### config.mk
export PLATFORM = sky130hd
export DESIGN_NAME = moore_neighbor_count
export DESIGN_NICKNAME = d
export VERILOG_FILES = /design/src/mnc_pkg.sv /design/src/mnc_line_ram.sv /design/src/mnc_ctrl.sv /design/src/mnc_out_fifo.sv /design/src/moore_neighbor_count.sv
export SDC_FILE = /design/constraint.sdc
export NUM_CORES = 1
export LEC_CHECK = 0
export BUFFER_PORTS_ARGS = -buffer_cell sky130_fd_sc_hd__buf_2
export CAP_MARGIN = 40
export CORE_MARGIN = 3
export CORE_UTILIZATION = 60
export CTS_CLUSTER_SIZE = 10
export DETAILED_ROUTE_END_ITERATION = 7
export PLACE_DENSITY = 0.76
export SLEW_MARGIN = 20
export SYNTH_ARGS = -nofsm -noshare
export SYNTH_HDL_FRONTEND = slang
export SYNTH_HIERARCHICAL = 1
export SYNTH_SLANG_ARGS = --single-unit
### constraint.sdc
create_clock -name clk_i -period 6.4 [get_ports clk_i]
set_clock_uncertainty 0.2 [all_clocks]
set_input_delay 0.64 -clock clk_i [delete_from_list [all_inputs] [get_ports clk_i]]
set_output_delay 0.64 -clock clk_i [all_outputs]
set_load 0.01 [all_outputs]
### src/mnc_pkg.sv
// Shared types, constants and helpers for the neighbor count block.
`default_nettype none

package mnc_pkg;

  localparam int MaxCols   = 256;
  localparam int AddrW     = $clog2(MaxCols);
  localparam int RowW      = 8;
  localparam int ColW      = 8;
  localparam int RowCntW   = RowW + 1;
  localparam int CountW    = 4;
  localparam int CfgW      = 9;
  localparam int WinW      = 9;
  localparam int FifoDepth = 4;
  localparam int FifoPtrW  = $clog2(FifoDepth);
  localparam int FifoLvlW  = FifoPtrW + 1;

  localparam logic CfgGridRows = 1'b0;
  localparam logic CfgGridCols = 1'b1;

  localparam logic [RowW-1:0] RowsM1Reset = RowW'(29);
  localparam logic [ColW-1:0] ColsM1Reset = ColW'(29);

  localparam logic KindCell  = 1'b0;
  localparam logic KindDrain = 1'b1;

  typedef struct packed {
    logic [AddrW-1:0] addr;
    logic             alive;
    logic             emit;
    logic [WinW-1:0]  keep;
    logic [RowW-1:0]  row;
    logic [ColW-1:0]  col;
    logic             last;
  } stage_t;

  typedef struct packed {
    logic [CountW-1:0] count;
    logic [RowW-1:0]   row;
    logic [ColW-1:0]   col;
    logic              last;
  } result_t;

  // Size register to last index: zero acts as one, above the maximum clamps.
  function automatic logic [RowW-1:0] size_to_max_idx(input logic [CfgW-1:0] value);
    logic [RowW-1:0] idx;
    if (value == '0) begin
      idx = '0;
    end else if (value[CfgW-1]) begin
      idx = '1;
    end else begin
      idx = value[RowW-1:0] - RowW'(1);
    end
    return idx;
  endfunction

endpackage

`default_nettype wire

### src/mnc_line_ram.sv
// Line store: one read and one write port, registered read, write forwarding.
`default_nettype none

module mnc_line_ram
  import mnc_pkg::*;
(
  input  wire logic             clk_i,
  input  wire logic             rst_ni,
  input  wire logic             rd_en_i,
  input  wire logic [AddrW-1:0] rd_addr_i,
  input  wire logic             wr_en_i,
  input  wire logic [AddrW-1:0] wr_addr_i,
  input  wire logic [1:0]       wr_data_i,
  output logic [1:0]            rd_data_o
);

  logic [1:0] mem_q [MaxCols];
  logic [1:0] rd_data_q;
  logic [1:0] fwd_data_q;
  logic       fwd_q;

  always_ff @(posedge clk_i) begin
    if (wr_en_i) begin
      mem_q[wr_addr_i] <= wr_data_i;
    end
    if (rd_en_i) begin
      rd_data_q  <= mem_q[rd_addr_i];
      fwd_data_q <= wr_data_i;
    end
  end

  always_ff @(posedge clk_i or negedge rst_ni) begin
    if (!rst_ni) begin
      fwd_q <= 1'b0;
    end else if (rd_en_i) begin
      fwd_q <= wr_en_i && (wr_addr_i == rd_addr_i);
    end
  end

  assign rd_data_o = fwd_q ? fwd_data_q : rd_data_q;

endmodule

`default_nettype wire

### src/mnc_ctrl.sv
// Raster position counters, frame tracking and edge masks per request.
`default_nettype none

module mnc_ctrl
  import mnc_pkg::*;
(
  input  wire logic            clk_i,
  input  wire logic            rst_ni,
  input  wire logic            cfg_we_i,
  input  wire logic            cfg_index_i,
  input  wire logic [CfgW-1:0] cfg_data_i,
  input  wire logic            accept_i,
  input  wire logic            kind_i,
  input  wire logic            cell_i,
  output logic                 issue_o,
  output stage_t               stage_o
);

  localparam logic [WinW-1:0] KeepAll   = 9'h1EF;
  localparam logic [WinW-1:0] MaskLeft  = 9'h007;
  localparam logic [WinW-1:0] MaskRight = 9'h1C0;
  localparam logic [WinW-1:0] MaskTop   = 9'h049;
  localparam logic [WinW-1:0] MaskBot   = 9'h124;

  logic [RowW-1:0]    rows_m1_q, rows_m1_d;
  logic [ColW-1:0]    cols_m1_q, cols_m1_d;
  logic [RowCntW-1:0] in_row_q, in_row_d;
  logic [ColW-1:0]    in_col_q, in_col_d;
  logic [RowW-1:0]    out_row_q, out_row_d;
  logic [ColW-1:0]    out_col_q, out_col_d;
  logic               frame_done_q, frame_done_d;
  logic               active;
  logic               emit;
  logic               last;
  logic [RowCntW-1:0] in_row_inc;
  logic [WinW-1:0]    keep;

  assign active  = !(kind_i == KindDrain && !frame_done_q);
  assign issue_o = accept_i && active;
  assign emit    = (in_row_q >= RowCntW'(2)) || (in_row_q == RowCntW'(1) && in_col_q != '0);
  assign last    = (out_row_q == rows_m1_q) && (out_col_q == cols_m1_q);

  always_comb begin
    keep = KeepAll;
    if (out_col_q == '0) begin
      keep = keep & ~MaskLeft;
    end
    if (out_col_q == cols_m1_q) begin
      keep = keep & ~MaskRight;
    end
    if (out_row_q == '0) begin
      keep = keep & ~MaskTop;
    end
    if (out_row_q == rows_m1_q) begin
      keep = keep & ~MaskBot;
    end
  end

  assign stage_o.addr  = in_col_q;
  assign stage_o.alive = frame_done_q ? 1'b0 : cell_i;
  assign stage_o.emit  = emit;
  assign stage_o.keep  = keep;
  assign stage_o.row   = out_row_q;
  assign stage_o.col   = out_col_q;
  assign stage_o.last  = emit && last;

  always_comb begin
    rows_m1_d    = rows_m1_q;
    cols_m1_d    = cols_m1_q;
    in_row_d     = in_row_q;
    in_col_d     = in_col_q;
    out_row_d    = out_row_q;
    out_col_d    = out_col_q;
    frame_done_d = frame_done_q;
    in_row_inc   = in_row_q + RowCntW'(1);
    if (cfg_we_i) begin
      case (cfg_index_i)
        CfgGridRows: rows_m1_d = size_to_max_idx(cfg_data_i);
        CfgGridCols: cols_m1_d = ColW'(size_to_max_idx(cfg_data_i));
        default: ;
      endcase
      in_row_d     = '0;
      in_col_d     = '0;
      out_row_d    = '0;
      out_col_d    = '0;
      frame_done_d = 1'b0;
    end else if (issue_o) begin
      if (in_col_q == cols_m1_q) begin
        in_col_d = '0;
        in_row_d = in_row_inc;
        if (in_row_inc > {1'b0, rows_m1_q}) begin
          frame_done_d = 1'b1;
        end
      end else begin
        in_col_d = in_col_q + ColW'(1);
      end
      if (emit) begin
        if (last) begin
          in_row_d     = '0;
          in_col_d     = '0;
          out_row_d    = '0;
          out_col_d    = '0;
          frame_done_d = 1'b0;
        end else if (out_col_q == cols_m1_q) begin
          out_col_d = '0;
          out_row_d = out_row_q + RowW'(1);
        end else begin
          out_col_d = out_col_q + ColW'(1);
        end
      end
    end
  end

  always_ff @(posedge clk_i or negedge rst_ni) begin
    if (!rst_ni) begin
      rows_m1_q    <= RowsM1Reset;
      cols_m1_q    <= ColsM1Reset;
      in_row_q     <= '0;
      in_col_q     <= '0;
      out_row_q    <= '0;
      out_col_q    <= '0;
      frame_done_q <= 1'b0;
    end else begin
      rows_m1_q    <= rows_m1_d;
      cols_m1_q    <= cols_m1_d;
      in_row_q     <= in_row_d;
      in_col_q     <= in_col_d;
      out_row_q    <= out_row_d;
      out_col_q    <= out_col_d;
      frame_done_q <= frame_done_d;
    end
  end

endmodule

`default_nettype wire

### src/mnc_out_fifo.sv
// Small result queue between the window stage and the output channel.
`default_nettype none

module mnc_out_fifo
  import mnc_pkg::*;
(
  input  wire logic     clk_i,
  input  wire logic     rst_ni,
  input  wire logic     push_i,
  input  wire result_t  push_data_i,
  input  wire logic     pop_i,
  output logic          valid_o,
  output result_t       head_o,
  output logic [FifoLvlW-1:0] level_o
);

  result_t             mem_q [FifoDepth];
  logic [FifoPtrW-1:0] wr_ptr_q, rd_ptr_q;
  logic [FifoLvlW-1:0] level_q;

  always_ff @(posedge clk_i) begin
    if (push_i) begin
      mem_q[wr_ptr_q] <= push_data_i;
    end
  end

  always_ff @(posedge clk_i or negedge rst_ni) begin
    if (!rst_ni) begin
      wr_ptr_q <= '0;
      rd_ptr_q <= '0;
      level_q  <= '0;
    end else begin
      if (push_i) begin
        wr_ptr_q <= wr_ptr_q + FifoPtrW'(1);
      end
      if (pop_i) begin
        rd_ptr_q <= rd_ptr_q + FifoPtrW'(1);
      end
      level_q <= level_q + FifoLvlW'(push_i) - FifoLvlW'(pop_i);
    end
  end

  assign valid_o = (level_q != '0);
  assign head_o  = mem_q[rd_ptr_q];
  assign level_o = level_q;

endmodule

`default_nettype wire

### src/moore_neighbor_count.sv
// Top level: streaming 3x3 live-neighbor counter over a raster cell grid.
//
// Cells enter in row-major order at one request per clock while in_stall_o is
// low; each result leaves the grid position of its cell together with the count
// of live cells among its eight neighbors, delayed by one row plus one cell of
// requests and then registered by the line store read and the result queue. The
// line store is a single memory of one entry per column with one read and one
// write port; its read-modify-write each request sets the rate of one cell per
// cycle, and a write to the column being read in the same cycle is forwarded.
// No clearing pass follows reset: cells outside the grid are masked, so the
// store's old contents never reach a count. After a frame's last cell, drain
// requests push out the remaining results; a drain request outside that phase
// is taken and dropped. A four-entry result queue lets requests keep flowing
// while results wait. Writing grid_rows or grid_cols restarts the frame and is
// allowed only while the block is idle: a rule for the user, not enforced.
`default_nettype none

module moore_neighbor_count
  import mnc_pkg::*;
(
  input  wire logic            clk_i,
  input  wire logic            rst_ni,
  input  wire logic            cfg_valid_i,
  output logic                 cfg_ready_o,
  input  wire logic            cfg_index_i,
  input  wire logic [CfgW-1:0] cfg_data_i,
  input  wire logic            in_valid_i,
  output logic                 in_stall_o,
  input  wire logic            kind_i,
  input  wire logic            cell_req_i,
  output logic                 out_valid_o,
  input  wire logic            out_stall_i,
  output logic [CountW-1:0]    count_o,
  output logic [RowW-1:0]      row_o,
  output logic [ColW-1:0]      col_o,
  output logic                 last_o
);

  logic                cfg_we;
  logic                accept;
  logic                issue;
  stage_t              stage;
  stage_t              s1_q;
  logic                s1_valid_q;
  logic [WinW-1:0]     window_q, window_d;
  logic [1:0]          entry;
  logic [2:0]          column;
  logic [WinW-1:0]     live;
  logic [CountW-1:0]   count;
  logic                push;
  result_t             push_data;
  result_t             head;
  logic                pop;
  logic [FifoLvlW-1:0] level;
  logic [FifoLvlW:0]   pending;

  assign cfg_ready_o = 1'b1;
  assign cfg_we      = cfg_valid_i && cfg_ready_o;

  assign pending    = {1'b0, level} + (FifoLvlW+1)'(s1_valid_q && s1_q.emit);
  assign in_stall_o = (pending >= (FifoLvlW+1)'(FifoDepth));
  assign accept     = in_valid_i && !in_stall_o;

  mnc_ctrl u_ctrl (
    .clk_i       (clk_i),
    .rst_ni      (rst_ni),
    .cfg_we_i    (cfg_we),
    .cfg_index_i (cfg_index_i),
    .cfg_data_i  (cfg_data_i),
    .accept_i    (accept),
    .kind_i      (kind_i),
    .cell_i      (cell_req_i),
    .issue_o     (issue),
    .stage_o     (stage)
  );

  mnc_line_ram u_line_ram (
    .clk_i     (clk_i),
    .rst_ni    (rst_ni),
    .rd_en_i   (issue),
    .rd_addr_i (stage.addr),
    .wr_en_i   (s1_valid_q),
    .wr_addr_i (s1_q.addr),
    .wr_data_i ({entry[0], s1_q.alive}),
    .rd_data_o (entry)
  );

  always_ff @(posedge clk_i) begin
    if (issue) begin
      s1_q <= stage;
    end
  end

  always_ff @(posedge clk_i or negedge rst_ni) begin
    if (!rst_ni) begin
      s1_valid_q <= 1'b0;
      window_q   <= '0;
    end else begin
      s1_valid_q <= issue;
      window_q   <= window_d;
    end
  end

  assign column = {s1_q.alive, entry[0], entry[1]};
  assign live   = {column, window_q[WinW-1:3]} & s1_q.keep;

  always_comb begin
    window_d = window_q;
    if (cfg_we) begin
      window_d = '0;
    end else if (s1_valid_q) begin
      window_d = s1_q.last ? '0 : {column, window_q[WinW-1:3]};
    end
  end

  always_comb begin
    count = '0;
    for (int k = 0; k < WinW; k++) begin
      count = count + CountW'(live[k]);
    end
  end

  assign push            = s1_valid_q && s1_q.emit;
  assign push_data.count = count;
  assign push_data.row   = s1_q.row;
  assign push_data.col   = s1_q.col;
  assign push_data.last  = s1_q.last;
  assign pop             = out_valid_o && !out_stall_i;

  mnc_out_fifo u_out_fifo (
    .clk_i       (clk_i),
    .rst_ni      (rst_ni),
    .push_i      (push),
    .push_data_i (push_data),
    .pop_i       (pop),
    .valid_o     (out_valid_o),
    .head_o      (head),
    .level_o     (level)
  );

  assign count_o = head.count;
  assign row_o   = head.row;
  assign col_o   = head.col;
  assign last_o  = head.last;

endmodule

`default_nettype wire

* Word-level counts from Yosys, hierarchy flattened *
Memory sizes are Yosys's and may differ from the RTL's. A register that Yosys moved wholly into a read port is not among the register bits.
Index checks and enable logic that the tools add are counted.
Widths: inputs -> output; s select.

cells by class
  add/subtract/negate cells = 18
  order comparisons = 3
  equality and inequality tests = 5
  multiplexer cells = 39
  bitwise logic cells = 2
  reduce and logical (&&, ||, !) cells = 27

operators by type and width
  kind                 number
  $mux 8               17
  $mux 9               9
  $eq 8x8->1           4
  $add 8x1->8 const B  3
  $add 4x1->4          5
  $logic_not 8->1      2
  $mux 1               10
  $add 9x1->9 const B  1
  $and 9x9->9          1
  $eq 9x1->1 const B   1
  $ge 9x2->1 const B   1
  $gt 9x8->1           1
  $logic_and 1x1->1    9
  $logic_not 9->1      1
  $add 3x1->4          2
  $reduce_bool 8->1    1
  $sub 8x1->8 const B  1
  $mux 7               1
  $reduce_and 2->1     3
  $reduce_bool 2->1    3
  $reduce_bool 3->1    2
  $add 2x1->2 const B  2
  $ge 4x3->1 const B   1
  $logic_not 1->1      4
  other kinds (9)      9

storage, ports and cells
  flip-flop bits (word level) = 106
  RAM bits = 596
  input bits = 17
  output and inout bits = 24
  logic and storage cells = 118
  memories kept = 2

memories
  memory            depth  bits a word  read ports  clocked after memory_dff  wr ports  RTL line            RTL
  u_line_ram.mem_q  256    2            1           1                         1         mnc_line_ram.sv:17  logic [1:0] mem_q [MaxCols];
  u_out_fifo.mem_q  4      21           1           0                         1         mnc_out_fifo.sv:17  result_t mem_q [FifoDepth];

* Longest topological paths before layout *
  depth in word-level cells = 10
  mapped depth = 10
  depth with buffers taken out = 10

* Cells and area by module *
Netlist, hierarchy kept.

modules (own cells, without submodules)
  module                instances  cells each  area an instance (um^2)  seq. area each (um^2)
  mnc_line_ram          1          1313        21556.9                  15519.9
  mnc_ctrl              1          391         3492.1                   1261.2
  mnc_out_fifo          1          143         3448.3                   2697.6
  moore_neighbor_count  1          96          1640.3                   1256.2

* Least setup slack after synthesis *
OpenSTA, ideal clock, no wires.

  kind = register -> register
  start point = register s1_q (netlist bit column[2])
  end point = memory u_out_fifo/mem_q[0][19] (netlist name) (data pin)
  setup time = 0.272 ns
  arrival = 5.424 ns
  required time = 5.928 ns
  path slack = 0.504 ns
  cell stages (with the launch flop) = 8
  path buffers = 0
  clock period less this slack = 5.896 ns
  cells stage by stage = edfxtp_1 -> and2_1 -> fa_1 -> fa_1 -> fa_1 -> inv_1 -> fa_1 -> xnor2_1

between the ends
  cells in the longest elaborated chain, start to end = 2

ends and longest elaborated chain
  what                    RTL line                     RTL
  from (decl)             moore_neighbor_count.sv:43   stage_t s1_q;
  from (signal assigned)  moore_neighbor_count.sv:90   s1_q <= stage;
  $and 9x9->9             moore_neighbor_count.sv:105  assign live = {column, window_q[WinW-1:3]} & s1_q.keep;
  $add 4x1->4             moore_neighbor_count.sv:119  count = count + CountW'(live[k]);
  via count[2]            moore_neighbor_count.sv:49   logic [CountW-1:0] count;
  to (decl)               mnc_out_fifo.sv:17

The timed path passes the listed nets, and every way through them passes these cells.

==> results.tsv <==
stage	metric	value	unit
clocking	cts_max_path_buffers	3	
critical_path	cp_cell_sequence	buf_4 -> nand2_1 -> o221ai_1 -> o22ai_1 -> a2111oi_0 -> nor3b_1 -> a221oi_2	
critical_path	cp-start-kind	flip-flop	
synth	synth_area	30100	sq um
global_routing	gr-total-overflow	0	
place	gp_congestion	0.844	
timing	slew_headroom	15.9	%
global_routing	grt_first_pass_wirelength	102	mm
critical_path	critPathBufInv	1	
floorplan	io_pins	41	
synth	synth-main-ff-cell	edfxtp_1	
final_layout	final_common_cell	edfxtp_1	
synth	synth.top_cell.area_share	63.4	%
timing	rsz0062_at_grt	no	
timing	fin_tns_setup	0	ns
final_layout	nNetsFinal	2029	
drt	wire_per_inst	24.8	um
critical_path	cp_max_fo	29	
synth	synth-seq-cells	701	
global_routing	grt_use_met2	39.6	%
synth	synth_nets	1992	
pwr	p_leak	10.6	nW
clocking	clkTransAtPathRegs	0.06	ns
drt	ant_nets	0	
final_layout	num_antenna_cells	0	
timing	min_period	3.84	ns
synth	synth_area_per_cell	15.5	sq um
drt	route.detailed.drc	0	
timing	worstMarginPinSlew	1.26	ns
drt	vias_per_cell	6.44	
clocking	cts_tree	done	
timing	setup_viol	0	
synth	synth_cells	1943	
floorplan	placementRows	81	
floorplan	die_w	230	um
clocking	cts-root-buf	clkbuf_16	
drt	first_pass_iters	5	
worst_hold_path	hold_path_class	in -> reg	
synth	ys_top_cells_by_area	edfxtp_1, mux4_2, dfrtp_1, nor2_1, mux2i_1	
critical_path	path_delay_family	compound AO/OA/AOI/OAI gates	
timing	fmax	0.260	GHz
global_routing	track_usage	25.4	%
global_routing	use_met1	36.1	%
synth	yosys.area.top_type	edfxtp_1	
pwr	powerDensity	312	nW/um^2
final_layout	final_cell_mix	edfxtp_1, nor2_1, mux4_2	
synth	yosysWarningCount	6	
floorplan	die_y	230	um
synth	yosysSeqAreaShare	68.8	%
final_layout	final-instance-count-excl-fill	2676	
place	dp.cells	2554	
final_layout	drive_gt1_share	15.7	%
final_layout	syn_to_final_growth	10.2	%
outcome	status	finished, final reports clean	
critical_path	cp_slowest_cell	a2111oi_0	
pwr	ir_drop	0.000214	V
critical_path	critPathCaptureType	flip-flop	
clocking	clk_latency	0.61	ns
global_routing	grt_antenna_before_repair	0	
floorplan	core	49300	sq um
run	max_cap_viol_count	0	
place	hpwlAfterDp	40.7	mm
global_routing	grt_pass1_vias	17300	
clocking	cts_made_buffers	81	
drt	drtIter0Drc	2062	
floorplan	initial_utilization	61.2	%
synth	async_flop_share	9.27	%
timing	final_max_slew_viol_count	0	
timing	hold_ws	0.192	ns
global_routing	busiest_layer	met2	
critical_path	cp.arrival	4.04	ns
drt	vias	17200	
clocking	clock_sinks	701	
floorplan	die_area	53000	sq um
critical_path	required	6.60	ns
timing	final_hold_viol_count	0	
place	io_buffers	39	
global_routing	grt_max_degree	259	
synth	synth_edf_count	636	
drt	finalWirelength	66.5	mm
synth	synth_cell_types	86	
global_routing	use_met3	5.80	%
clocking	cts-htree-levels	3	
critical_path	max_stage_delay	0.72	ns
critical_path	crit_type	reg -> reg	
timing	finalCritPeriodShare	60.1	%
[cells in the mapped netlist, types with 7 or more instances]
cell        n
o221ai_1   29
and2_1     17
buf_4       9
nand4_1    20
a21oi_1    57
xor2_1     41
edfxtp_1  636
nand2_1    78
mux2i_1    93
nor3_1      8
a221oi_1    8
a31oi_1     7
nor2_1    300
nor4_1      7
xnor2_1    17
buf_2      13
a211oi_1   15
nand3_1    35
a22oi_1     8
o22ai_1    18
and3_1      7
o21ai_0    19
o211ai_1   11
or3_1       8
buf_6      11
inv_1      50
mux4_2    104
clkbuf_1   78
buf_8       7
dfrtp_1    57
ha_1       26
nor2b_1    17
dfstp_2     8
[registers in the layout, summed over array words and instances (netlist names)]
| signal | cells |
|---|---|
| u_line_ram/mem_q | 512 |
| u_line_ram/fwd_data_q | 2 |
| u_out_fifo/mem_q | 84 |
| u_ctrl/frame_done_q | 1 |
| u_ctrl/in_col_q | 8 |
| u_ctrl/out_col_q | 8 |
| push_data | 17 |
| u_ctrl/rows_m1_q | 8 |
| u_out_fifo/level_o | 3 |
| column | 1 |
| window_q | 6 |
| u_ctrl/out_row_q | 8 |
| u_line_ram/rd_data_q | 2 |
| s1_valid_q | 1 |
| u_ctrl/cols_m1_q | 8 |
| u_line_ram/fwd_q | 1 |
| u_out_fifo/wr_ptr_q | 2 |
| s1_q | 18 |
| u_ctrl/in_row_q | 9 |
| u_out_fifo/rd_ptr_q | 2 |
[final timing paths]
check,startpoint,to,slack [ns],depth (start not counted)
max in group asynchronous,rst_ni,u_ctrl/cols_m1_q[4]$_DFFE_PN1P_,5.19,4
max,u_ctrl/in_col_q[1]$_DFFE_PN0P_,u_line_ram/rd_data_q[1]$_DFFE_PP_,2.56,7
min,cfg_data_i[7],u_ctrl/rows_m1_q[7]$_DFFE_PN0P_,0.19,3
min in group asynchronous,rst_ni,u_ctrl/in_row_q[1]$_DFFE_PN0P_,0.28,3
min reg2reg,push_data[9]$_DFFE_PP_,u_out_fifo/mem_q[1][9]$_DFFE_PP_,0.31,0
max reg2reg,u_ctrl/in_col_q[1]$_DFFE_PN0P_,u_line_ram/rd_data_q[1]$_DFFE_PP_,2.56,7
[worst min-delay path, stage by stage]
cell	delay [ns]
buf_2	0.10
a211oi_1	0.10
o21ai_1	0.12
[metrics by stage]
stage / area, sq um / worst slack (ns) / power, mW / utilization [%]
final: 33200 / 2.56 / 10.4 / 67.4
after global routing: 33200 / 2.33 / 10.7 / 67.4
after CTS: 33100 / 2.42 / 10.4 / 67.2
after detailed placement: 30800 / 2.48 / 6.41 / 62.6
after global placement: 30600 / 2.29 / 6.35 / 62.2
after floorplan: 30100 / 0.504 / 6.13 / -
[final cells by class]
class	count	area, sq um
well taps	664	831
inverters	54	203
flip-flops and latches	701	20700
clock inverters	7	75.1
clock buffers	108	2190
multi-input cells	1061	8470
fillers	3253	16000
repair buffers	81	694
[cell families (layout without fill, tap and decap cells)]
family / count (synthesis) / after routing / synth area share [%]
compound gates: 226 / 226 / 5.32
other cells: 2 / 2 / 0.0249
flops: 701 / 701 / 68.8
simple gates: 540 / 540 / 8.28
fa+ha+maj: 32 / 32 / 1.48
buf+inv: 181 / 250 / 3.18
xor+xnor: 58 / 58 / 1.69
mux: 203 / 203 / 11.2
[routing by layer]
layer  part of all wire, %  vias up  wire length [um]
li1                      -     7494                 -
met1                    40     8774             26400
met2                    48      822             31700
met3                   9.6      133              6400
met4                   3.0        0              1990
met5                     0        -                 0
[report_power, final]
| group | total [mW] | switching, mW | internal (mW) | leakage [nW] |
|---|---|---|---|---|
| registers | 5.29 | 0.130 | 5.16 | 6.55 |
| clock network | 4.04 | 1.64 | 2.40 | 1.10 |
| logic | 1.04 | 0.587 | 0.455 | 2.91 |
| total | 10.4 | 2.36 | 8.01 | 10.6 |
[repair_timing]
item / CTS / global route
hold buffers: 0 / 1
resized for setup: 0 / 0
setup buffers: 0 / 0
hold endpoints to repair: 0 / 9
Note: power is estimated with default switching activity, not from simulation.
